<file path="config.mk">
export PLATFORM = sky130hd
export DESIGN_NAME = multi_channel_servo_pulse_generator
export DESIGN_NICKNAME = d
export VERILOG_FILES = /design/src/design/mcspg_pkg.sv /design/src/design/multi_channel_servo_pulse_generator.sv
export SDC_FILE = /design/constraint.sdc
export NUM_CORES = 2
export LEC_CHECK = 0
export BUFFER_PORTS_ARGS = -buffer_cell sky130_fd_sc_hd__buf_4
export CAP_MARGIN = 15
export CORE_UTILIZATION = 66
export DETAILED_ROUTE_END_ITERATION = 8
export GPL_TIMING_DRIVEN = 0
export PLACE_DENSITY = 0.86
export SYNTH_ARGS = -nofsm -noshare
export SYNTH_HDL_FRONTEND = slang
export SYNTH_SLANG_ARGS = --single-unit
export TNS_END_PERCENT = 50
</file>
<file path="constraint.sdc">
create_clock -name clk_i -period 13.67 [get_ports clk_i]
set_input_delay 2.0505 -clock clk_i [delete_from_list [all_inputs] [get_ports clk_i]]
set_output_delay 2.0505 -clock clk_i [all_outputs]
set_load 0.01 [all_outputs]
</file>
<file path="src/design/mcspg_pkg.sv">
// ----------------------------------------------------------------------------
// mcspg_pkg: shared types and constants for the servo pulse generator
// Field widths, the valid pin table, register indexes and the angle to
// high time mapping.
// ----------------------------------------------------------------------------
package mcspg_pkg;

  localparam int NumChannels = 9;   // 1..16
  localparam int MaskWidth   = 9;
  localparam int TableLen    = 9;

  localparam int PinW     = 5;
  localparam int AngleW   = 10;
  localparam int FrameW   = 14;
  localparam int StopW    = 16;
  localparam int HighW    = 12;
  localparam int MsW      = 32;
  localparam int PrescW   = 10;
  localparam int CfgIdxW  = 2;
  localparam int CfgDataW = 16;

  localparam logic [PinW-1:0] PinTable [TableLen] = '{
    5'd0, 5'd2, 5'd4, 5'd5, 5'd10, 5'd16, 5'd14, 5'd12, 5'd13
  };
  localparam logic [PinW-1:0] HoldPin = 5'd10;

  localparam logic [PrescW-1:0] UsPerMs    = 10'd1000;
  localparam logic [FrameW-1:0] FrameReset = 14'd12000;
  localparam logic [StopW-1:0]  StopReset  = 16'd1000;

  localparam logic signed [AngleW-1:0] AngleMax = 10'sd180;
  localparam logic [HighW-1:0]         HighBase = 12'd500;
  // round(2^16 * 2000 / 180), exact floor for angles up to 180
  localparam logic [19:0]              RecipScale = 20'd728178;

  typedef enum logic {
    CMD_TICK  = 1'b0,
    CMD_START = 1'b1
  } cmd_e;

  typedef enum logic [CfgIdxW-1:0] {
    REG_FRAME_US      = 2'd0,
    REG_STOP_AFTER_MS = 2'd1
  } cfg_reg_e;

  // clamp to 0..180 and map to 500 + angle*2000/180, truncated
  function automatic logic [HighW-1:0] high_time(input logic signed [AngleW-1:0] angle);
    logic [7:0]  a;
    logic [27:0] prod;
    if (angle < 0) begin
      a = 8'd0;
    end else if (angle > AngleMax) begin
      a = AngleMax[7:0];
    end else begin
      a = angle[7:0];
    end
    prod = 28'(a) * 28'(RecipScale);
    return HighBase + prod[27:16];
  endfunction

endpackage

</file>
<file path="src/design/multi_channel_servo_pulse_generator.sv">
// ----------------------------------------------------------------------------
// multi_channel_servo_pulse_generator: nine-channel hobby-servo pulse source
// Items are either a one microsecond tick or a start of one channel; each
// item yields one result with all pin levels and the running mask.
// ----------------------------------------------------------------------------
// Usage:
//   Input channel (in_valid_i / in_stall_o) carries command, pin and angle.
//   command = tick advances every running channel by one microsecond;
//   command = start looks the pin up in the valid pin table and (re)starts
//   that channel with a high time of 500 + angle*2000/180 ticks.
//   Output channel (out_valid_o / out_stall_i) returns pin levels, running
//   mask and whether the start hit a valid pin, one result per item.
//   Config channel (cfg_valid_i / cfg_ready_o) writes frame_us (index 0) or
//   stop_after_ms (index 1); write it only while the block is idle.
// Timing:
//   One item per cycle sustained while the output does not stall; each
//   result is registered in the result register or skid entry. All channel
//   counters and stop compares update in parallel, which sets that rate.
// Reset: all channels stopped and low, no valid result, registers at defaults.
// Stall: a result register plus one skid entry hold results; input stall
//   rises only once the skid entry is occupied.
// ----------------------------------------------------------------------------
module multi_channel_servo_pulse_generator (
  input  logic                                clk_i,
  input  logic                                rst_ni,
  input  logic                                in_valid_i,
  output logic                                in_stall_o,
  input  logic                                command_i,
  input  logic [mcspg_pkg::PinW-1:0]          pin_i,
  input  logic signed [mcspg_pkg::AngleW-1:0] angle_i,
  output logic                                out_valid_o,
  input  logic                                out_stall_i,
  output logic [mcspg_pkg::MaskWidth-1:0]     pin_levels_o,
  output logic [mcspg_pkg::MaskWidth-1:0]     running_mask_o,
  output logic                                start_accepted_o,
  input  logic                                cfg_valid_i,
  output logic                                cfg_ready_o,
  input  logic [mcspg_pkg::CfgIdxW-1:0]       cfg_index_i,
  input  logic [mcspg_pkg::CfgDataW-1:0]      cfg_data_i
);
  import mcspg_pkg::*;

  typedef struct packed {
    logic [MaskWidth-1:0] levels;
    logic [MaskWidth-1:0] running;
    logic                 accepted;
  } result_t;

  logic [FrameW-1:0] frame_q;
  logic [StopW-1:0]  stop_q;

  logic [NumChannels-1:0] running_q, running_d;
  logic [NumChannels-1:0] level_q, level_d;
  logic [HighW-1:0]       high_q [NumChannels];
  logic [HighW-1:0]       high_d [NumChannels];
  logic [FrameW-1:0]      phase_q [NumChannels];
  logic [FrameW-1:0]      phase_d [NumChannels];
  logic [MsW-1:0]         start_ms_q [NumChannels];
  logic [MsW-1:0]         start_ms_d [NumChannels];
  logic [MsW-1:0]         ms_q, ms_d;
  logic [PrescW-1:0]      presc_q, presc_d;

  logic                   in_accept, is_start, is_tick;
  logic [NumChannels-1:0] hit;
  logic [NumChannels-1:0] hold_ch;
  logic [HighW-1:0]       ht_new;
  result_t                res_d, out_q, skid_q;
  logic                   out_valid_q, skid_valid_q;

  assign cfg_ready_o = 1'b1;
  assign in_stall_o  = skid_valid_q;
  assign in_accept   = in_valid_i && !skid_valid_q;
  assign is_start    = in_accept && (command_i == CMD_START);
  assign is_tick     = in_accept && (command_i == CMD_TICK);
  assign ht_new      = high_time(angle_i);

  // first table match wins; channels past the table never start
  always_comb begin
    logic found;
    found = 1'b0;
    for (int i = 0; i < NumChannels; i++) begin
      hit[i]     = 1'b0;
      hold_ch[i] = 1'b0;
      if (i < TableLen) begin
        hold_ch[i] = (PinTable[i] == HoldPin);
        if (!found && PinTable[i] == pin_i) begin
          hit[i] = 1'b1;
          found  = 1'b1;
        end
      end
    end
  end

  always_comb begin
    logic [FrameW-1:0] ph;
    logic              lvl;
    logic [MsW-1:0]    elapsed;
    logic [PrescW-1:0] presc_inc;

    presc_inc = presc_q + 1'b1;
    presc_d   = presc_q;
    ms_d      = ms_q;
    if (is_tick) begin
      if (presc_inc >= UsPerMs) begin
        presc_d = '0;
        ms_d    = ms_q + 1'b1;
      end else begin
        presc_d = presc_inc;
      end
    end

    running_d = running_q;
    level_d   = level_q;
    for (int i = 0; i < NumChannels; i++) begin
      high_d[i]     = high_q[i];
      phase_d[i]    = phase_q[i];
      start_ms_d[i] = start_ms_q[i];
      ph            = phase_q[i] + 1'b1;
      if (ph >= frame_q) begin
        ph = '0;
      end
      lvl     = (ph < FrameW'(high_q[i]));
      elapsed = ms_d - start_ms_q[i];
      if (is_start && hit[i]) begin
        running_d[i]  = 1'b1;
        high_d[i]     = ht_new;
        phase_d[i]    = '0;
        start_ms_d[i] = ms_q;
        level_d[i]    = 1'b1;
      end else if (is_tick && running_q[i]) begin
        phase_d[i] = ph;
        level_d[i] = lvl;
        // stop only once the pulse in progress has ended
        if (!lvl && elapsed >= MsW'(stop_q)) begin
          running_d[i] = 1'b0;
          level_d[i]   = hold_ch[i];
        end
      end
    end

    res_d.levels   = MaskWidth'(level_d);
    res_d.running  = MaskWidth'(running_d);
    res_d.accepted = is_start && (|hit);
  end

  always_ff @(posedge clk_i or negedge rst_ni) begin
    if (!rst_ni) begin
      frame_q <= FrameReset;
      stop_q  <= StopReset;
    end else if (cfg_valid_i && cfg_ready_o) begin
      unique case (cfg_reg_e'(cfg_index_i))
        REG_FRAME_US:      frame_q <= cfg_data_i[FrameW-1:0];
        REG_STOP_AFTER_MS: stop_q  <= cfg_data_i[StopW-1:0];
        default: ;
      endcase
    end
  end

  always_ff @(posedge clk_i or negedge rst_ni) begin
    if (!rst_ni) begin
      running_q <= '0;
      level_q   <= '0;
      ms_q      <= '0;
      presc_q   <= '0;
      for (int i = 0; i < NumChannels; i++) begin
        high_q[i]     <= '0;
        phase_q[i]    <= '0;
        start_ms_q[i] <= '0;
      end
    end else if (in_accept) begin
      running_q <= running_d;
      level_q   <= level_d;
      ms_q      <= ms_d;
      presc_q   <= presc_d;
      for (int i = 0; i < NumChannels; i++) begin
        high_q[i]     <= high_d[i];
        phase_q[i]    <= phase_d[i];
        start_ms_q[i] <= start_ms_d[i];
      end
    end
  end

  // result register with one skid entry behind it
  always_ff @(posedge clk_i or negedge rst_ni) begin
    if (!rst_ni) begin
      out_valid_q  <= 1'b0;
      skid_valid_q <= 1'b0;
    end else if (out_valid_q && out_stall_i) begin
      if (in_accept) begin
        skid_valid_q <= 1'b1;
      end
    end else if (skid_valid_q) begin
      out_valid_q  <= 1'b1;
      skid_valid_q <= 1'b0;
    end else begin
      out_valid_q <= in_accept;
    end
  end

  always_ff @(posedge clk_i) begin
    if (out_valid_q && out_stall_i) begin
      if (in_accept) begin
        skid_q <= res_d;
      end
    end else if (skid_valid_q) begin
      out_q <= skid_q;
    end else if (in_accept) begin
      out_q <= res_d;
    end
  end

  assign out_valid_o      = out_valid_q;
  assign pin_levels_o     = out_q.levels;
  assign running_mask_o   = out_q.running;
  assign start_accepted_o = out_q.accepted;

`ifndef SYNTHESIS
  a_skid_behind_out: assert property (@(posedge clk_i) disable iff (!rst_ni)
    skid_valid_q |-> out_valid_q)
    else $error("skid entry occupied with empty result register");

  a_presc_range: assert property (@(posedge clk_i) disable iff (!rst_ni)
    presc_q < UsPerMs)
    else $error("microsecond prescaler out of range");

  a_start_result: assert property (@(posedge clk_i) disable iff (!rst_ni)
    (is_start && (|hit) && !(out_valid_q && out_stall_i) && !skid_valid_q)
      |=> (out_valid_o && start_accepted_o))
    else $error("accepted start not reported");

  for (genvar g = 0; g < NumChannels; g++) begin : g_chk
    a_level_phase: assert property (@(posedge clk_i) disable iff (!rst_ni)
      running_q[g] |-> (level_q[g] == (phase_q[g] < FrameW'(high_q[g]))))
      else $error("running channel level disagrees with its phase");
  end
`endif

endmodule

</file>
Word-level counts from Yosys, hierarchy flattened
Cells that the tools add are included.
{"block": "op_classes", "n_addsub": 21, "multipliers": 1, "n_lt_le_gt_ge": 30, "eq_ne": 10, "mux": 107, "bitwise_logic": 2, "reduce_logical": 94}
{"cell": "2-to-1 mux 14 bit", "n": 27}
{"cell": ">= comparator 32 x 16 -> 1 bit", "n": 9}
{"cell": "subtractor 32 bit", "n": 9}
{"cell": "adder 14 x 1 -> 14 bit, second input constant", "n": 9}
{"cell": ">= comparator 14 bit", "n": 9}
{"cell": "less-than comparator 14 x 12 -> 1 bit", "n": 9}
{"cell": "2-to-1 mux 1 bit", "n": 73}
{"cell": "2-to-1 mux 32 bit", "n": 2}
{"cell": "AND reduction 2 bit", "n": 23}
{"cell": "logical AND 1 bit", "n": 40}
{"cell": "2-to-1 mux 19 bit", "n": 2}
{"cell": "adder 32 x 1 -> 32 bit, second input constant", "n": 1}
{"cell": "multiplier 8 x 19 -> 27 bit, second input constant", "n": 1}
{"cell": "equality test 4 x 5 -> 1 bit, first input constant", "n": 4}
{"cell": "nonzero test 2 bit", "n": 10}
{"cell": "logical NOT 1 bit", "n": 18}
{"cell": "2-to-1 mux 8 bit", "n": 2}
{"cell": "adder 9 x 12 -> 12 bit, first input constant", "n": 1}
{"cell": "adder 10 x 1 -> 10 bit, second input constant", "n": 1}
{"cell": "equality test 3 x 5 -> 1 bit, first input constant", "n": 2}
{"cell": ">= comparator 10 bit, second input constant", "n": 1}
{"cell": "> comparator 10 x 9 -> 1 bit, second input constant", "n": 1}
{"cell": "less-than comparator 10 x 1 -> 1 bit, second input constant", "n": 1}
{"cell": "2-to-1 mux 10 bit", "n": 1}
{"cell": "8 further kinds", "n": 9}
{"block": "word_totals", "regBits": 652, "in_bits": 39, "wordCells": 306}

Longest topological paths before layout
{"block": "depth", "word_depth": 30, "depth_mapped": 33, "mapped_depth_nobuf": 33}

Least setup slack after synthesis
Ideal clock, no wire load.
{"block": "synth_path", "path_type": "input-to-reg", "startpoint": "in command_i", "endpoint": "reg skid_q[4] in the netlist's numbering (data pin)", "arrival_time_ns": 8.150, "path_slack_ns": 5.367, "path_stages": 26, "n_path_buf": 0, "cell_sequence": "or3b_2 nor2_1 mux2i_1 nor2_1 nand4_1 nor2_1 nand2_1 xnor2_1 ha_1 or3_1 o211ai_1 a21boi_0 o21ai_0 a31oi_1 xnor2_1 ha_1 a221oi_1 o211ai_1 a2111oi_0 o2111ai_1 a21oi_1 o211ai_1 a2111oi_0 nand4_1 o41a_1 o21ai_0"}
{"element": "start, declared", "line_no": "multi_channel_servo_pulse_generator.sv:28", "rtl": "input logic command_i,"}
{"element": "end signal, assigned", "line_no": "multi_channel_servo_pulse_generator.sv:203", "rtl": "skid_q <= res_d;"}
{"element": "end, declared", "line_no": "multi_channel_servo_pulse_generator.sv:67", "rtl": "result_t res_d, out_q, skid_q;"}

==> flow_summary_export.csv <==
group,metric,value,unit
setup_path,cp.arrival,12.42,ns
status,outcome,"completed",
clock_tree,cts.sinks,652,
synthesis,synth-seq-cells,652,
timing,finalHoldViolations,0,
power,p_per_area,112,nW/um2
synthesis,syn_area,54300,um2
synthesis,avgSynthCellArea,8.78,um2
route,vias,48500,
grt,grt_max_degree,116,
placement,portBuffers,58,
layout,nets,7158,
setup_path,critPathLaunchType,"primary input",
clock_tree,clockBufferDepth,3,
layout,layout-drive-gt1-share,9.21,%
synthesis,async_flop_share,94.2,%
grt,grt_antenna_before_repair,2,
route,routed_wl,169,mm
floorplan,core_area,80900,um2
setup_path,crit_required,14.11,ns
setup_path,crit_type,"primary input to flip-flop",
route,avgViaCountPerCell,6.47,
clock_tree,htreeDepth,3,
clock_tree,cts_tree,"done",
route,ant_nets,0,
flow_run,cap_viol_max_count,0,
worst_hold_path,hold_class,"flip-flop to flip-flop",
grt,grt_pass1_wl,258,mm
layout,final_common_cell,"ha_1",
setup_path,critPathSlowestCell,"xnor2_1",
route,wire_per_inst,22.5,um
timing,skew,0.0306,ns
grt,grt_pass1_vias,47300,
worst_hold_path,whs_endpoint,"high_q[14]",
clock_tree,holdBufCountCts,0,
synthesis,synthSimpleGateAreaFrac,14.8,%
timing,rsz0062_at_grt,"no",
route,dr.pass1.iters,7,
floorplan,initial_core_util,67.1,%
synthesis,syn-num-nets,6982,
timing,fin_ws,1.69,ns
synthesis,synth_fa_ha_area_share,17.8,%
layout,fill_cells,5861,
synthesis,ys_seq_area_share,30.4,%
synthesis,yosys_warnings,0,
timing,finalMaxSlewViolations,0,
timing,finalCritPeriodShare,87.6,%
floorplan,num_rows,104,
clock_tree,clock_latency,0.65,ns
layout,final_cell_mix,"ha_1, inv_1, dfrtp_1, nand2_1, o21ai_0",
timing,relSlewSlack,8.10,%
synthesis,synth_mux_area_share,6.07,%
setup_path,critPathCaptureType,"flip-flop",
floorplan,dieArea,83400,um2
worst_hold_path,hp-start,"high_q[14]",
clock_tree,cts_buffers,76,
timing,max_slew.worst_pin.slew,1.36,ns
timing,finalSetupTns,0,ns
floorplan,die_w,289,um
grt,gr-usage-all-layers,40.2,%
power,p_leak,30.2,nW
layout,stdcell_count,7492,
synthesis,syn_inst,6189,
synthesis,synth_top_family_by_area,"compound AO/OA/AOI/OAI gates",
route,drc,0,
clock_tree,post_cts_buffers,0,
synthesis,synth_compound_area_share,19.2,%
clock_tree,cts_resized,0,
timing,setup_viol,0,
synthesis,synth_edf_count,38,
floorplan,pin_count,61,
placement,place_ws,1.68,ns
power,ir_drop,102,uV
clock_tree,clockRootBuffer,"clkbuf_16",
timing,holdWs,0.478,ns
synthesis,ys_types,91,
setup_path,reg2reg_to,"skid_q[8]",
worst_hold_path,hold_depth,2,
setup_path,critPathMostFrequentCell,"nor2_1",
timing,max_freq,83.5,MHz
layout,area_growth,9.70,%
setup_path,max_stage_delay,1.06,ns
placement,gp_congestion,0.991,
synthesis,synth_top_flop_cell,"dfrtp_1",
timing,period_minus_slack,11.98,ns
clock_tree,path_clk_slew,0.06,ns
setup_path,r2r_slack,2.67,ns
placement,hpwl,124,mm
route,drtIter0Drc,4366,
grt,grt-ovfl-total,0,
setup_path,reg2reg_depth,31,
floorplan,die-height,289,um
setup_path,cp_max_fo,10,
placement,dp_cells,7346,
setup_path,r2r_start,"presc_q[0]",
synthesis,synthXorXnorAreaFrac,5.89,%
cells in the mapped netlist, drive strengths merged (18+ instances only):
master / instances / area share, %
a21oi: 356 / 3.3
o21a: 69 / 0.95
and3: 62 / 0.71
clkbuf: 177 / 1.2
a211o: 18 / 0.29
fa: 33 / 1.2
o21ai: 525 / 4.8
or3: 20 / 0.24
a2111oi: 25 / 0.40
mux2: 274 / 5.7
nand3: 151 / 1.4
nor3: 68 / 0.63
o31ai: 37 / 0.51
mux2i: 21 / 0.39
nor2b: 123 / 1.4
o2111ai: 19 / 0.31
xnor2: 201 / 3.3
and2: 34 / 0.39
edfxtp: 38 / 2.1
a21boi: 18 / 0.25
dfrtp: 601 / 28
nand2b: 77 / 0.89
nand2: 533 / 3.7
a211oi: 44 / 0.61
ha: 721 / 17
xor2: 158 / 2.5
and4: 32 / 0.52
nand4: 86 / 0.99
a31oi: 43 / 0.50
nor2: 353 / 2.4
o21bai: 49 / 0.68
inv: 653 / 4.5
nor4: 28 / 0.38
o211ai: 35 / 0.48
a21o: 212 / 2.9
kinds of logic (layout without fill, tap and decap cells):
logic type               after synthesis  in the layout
XOR/XNOR                             361            361
adder cells (fa/ha/maj)              754            754
other                                  1              7
flip-flops                           652            652
buffers and inverters                840           1077
AO/OA/AOI/OAI                       1643           1643
AND/OR/NAND/NOR                     1643           1643
multiplexers                         295            295
per-stage QoR:
stage          instance area [um2]  total power [mW]  utilization (%)
5_1_grt                      59600              6.95             73.6
6_report                     59600              6.65             73.6
3_5_place_dp                 56900              4.42             70.3
2_1_floorplan                54300              3.68                -
4_1_cts                      59600              6.60             73.6
3_3_place_gp                 56100              4.28             69.3
sequential cells by signal, summed over array words and instances, names as in the netlist, 10 cells and up:
register	cells
ms_q	32
high_q	108
frame_q	14
start_ms_q	288
presc_q	10
phase_q	126
stop_q	16
skid_q	19
worst max path at each step:
stage	from	slack (ns)	end	depth (start not counted)
floorplan	command_i	5.37	skid_q[4]	26
global placement	command_i	1.47	running_mask_o[6]	26
finish	command_i	1.69	skid_q[8]	29
CTS	command_i	2.31	skid_q[8]	29
detailed placement	command_i	1.68	skid_q[8]	29
global route	command_i	1.77	skid_q[8]	29
where the power goes:
group	total, mW	internal (mW)	leakage [nW]	switching (mW)
clock network	2.17	1.29	1.30	0.882
logic	2.12	0.807	20.5	1.32
registers	2.35	2.19	8.34	0.159
total	6.65	4.29	30.2	2.36
cell type report:
class / count / area, um2 / area share, %
multi-input cells: 4697 / 34800 / 58.5
flip-flops and latches: 652 / 16500 / 27.7
inverters: 653 / 2450 / 4.11
clock buffers: 107 / 2250 / 3.78
well taps: 1060 / 1330 / 2.23
repair buffers: 98 / 1050 / 1.76
plain buffers: 187 / 712 / 1.19
clock inverters: 32 / 403 / 0.676
diodes: 6 / 15.0 / 0.0252
metal layers:
metal,global-route usage (%),part of all wire [%],vias to the layer above
met1,48.4,39,23300
li1,-,-,22300
met3,7.15,7.8,676
met2,63.6,45,2155
met4,32.1,9.0,0
met5,0,0,-
worst max-delay path, delay by kind of cell:
| kind | cells | cell delay [ns] |
|---|---|---|
| and+or+nand+nor | 12 | 4.67 |
| AOI/OAI and AO/OA | 11 | 3.65 |
| muxes | 1 | 0.15 |
| buffers and inverters | 1 | 0.12 |
| xor gates and xnor gates | 2 | 1.19 |
| adders and majority gates | 2 | 0.54 |
Power figures use the tool's default switching activity.
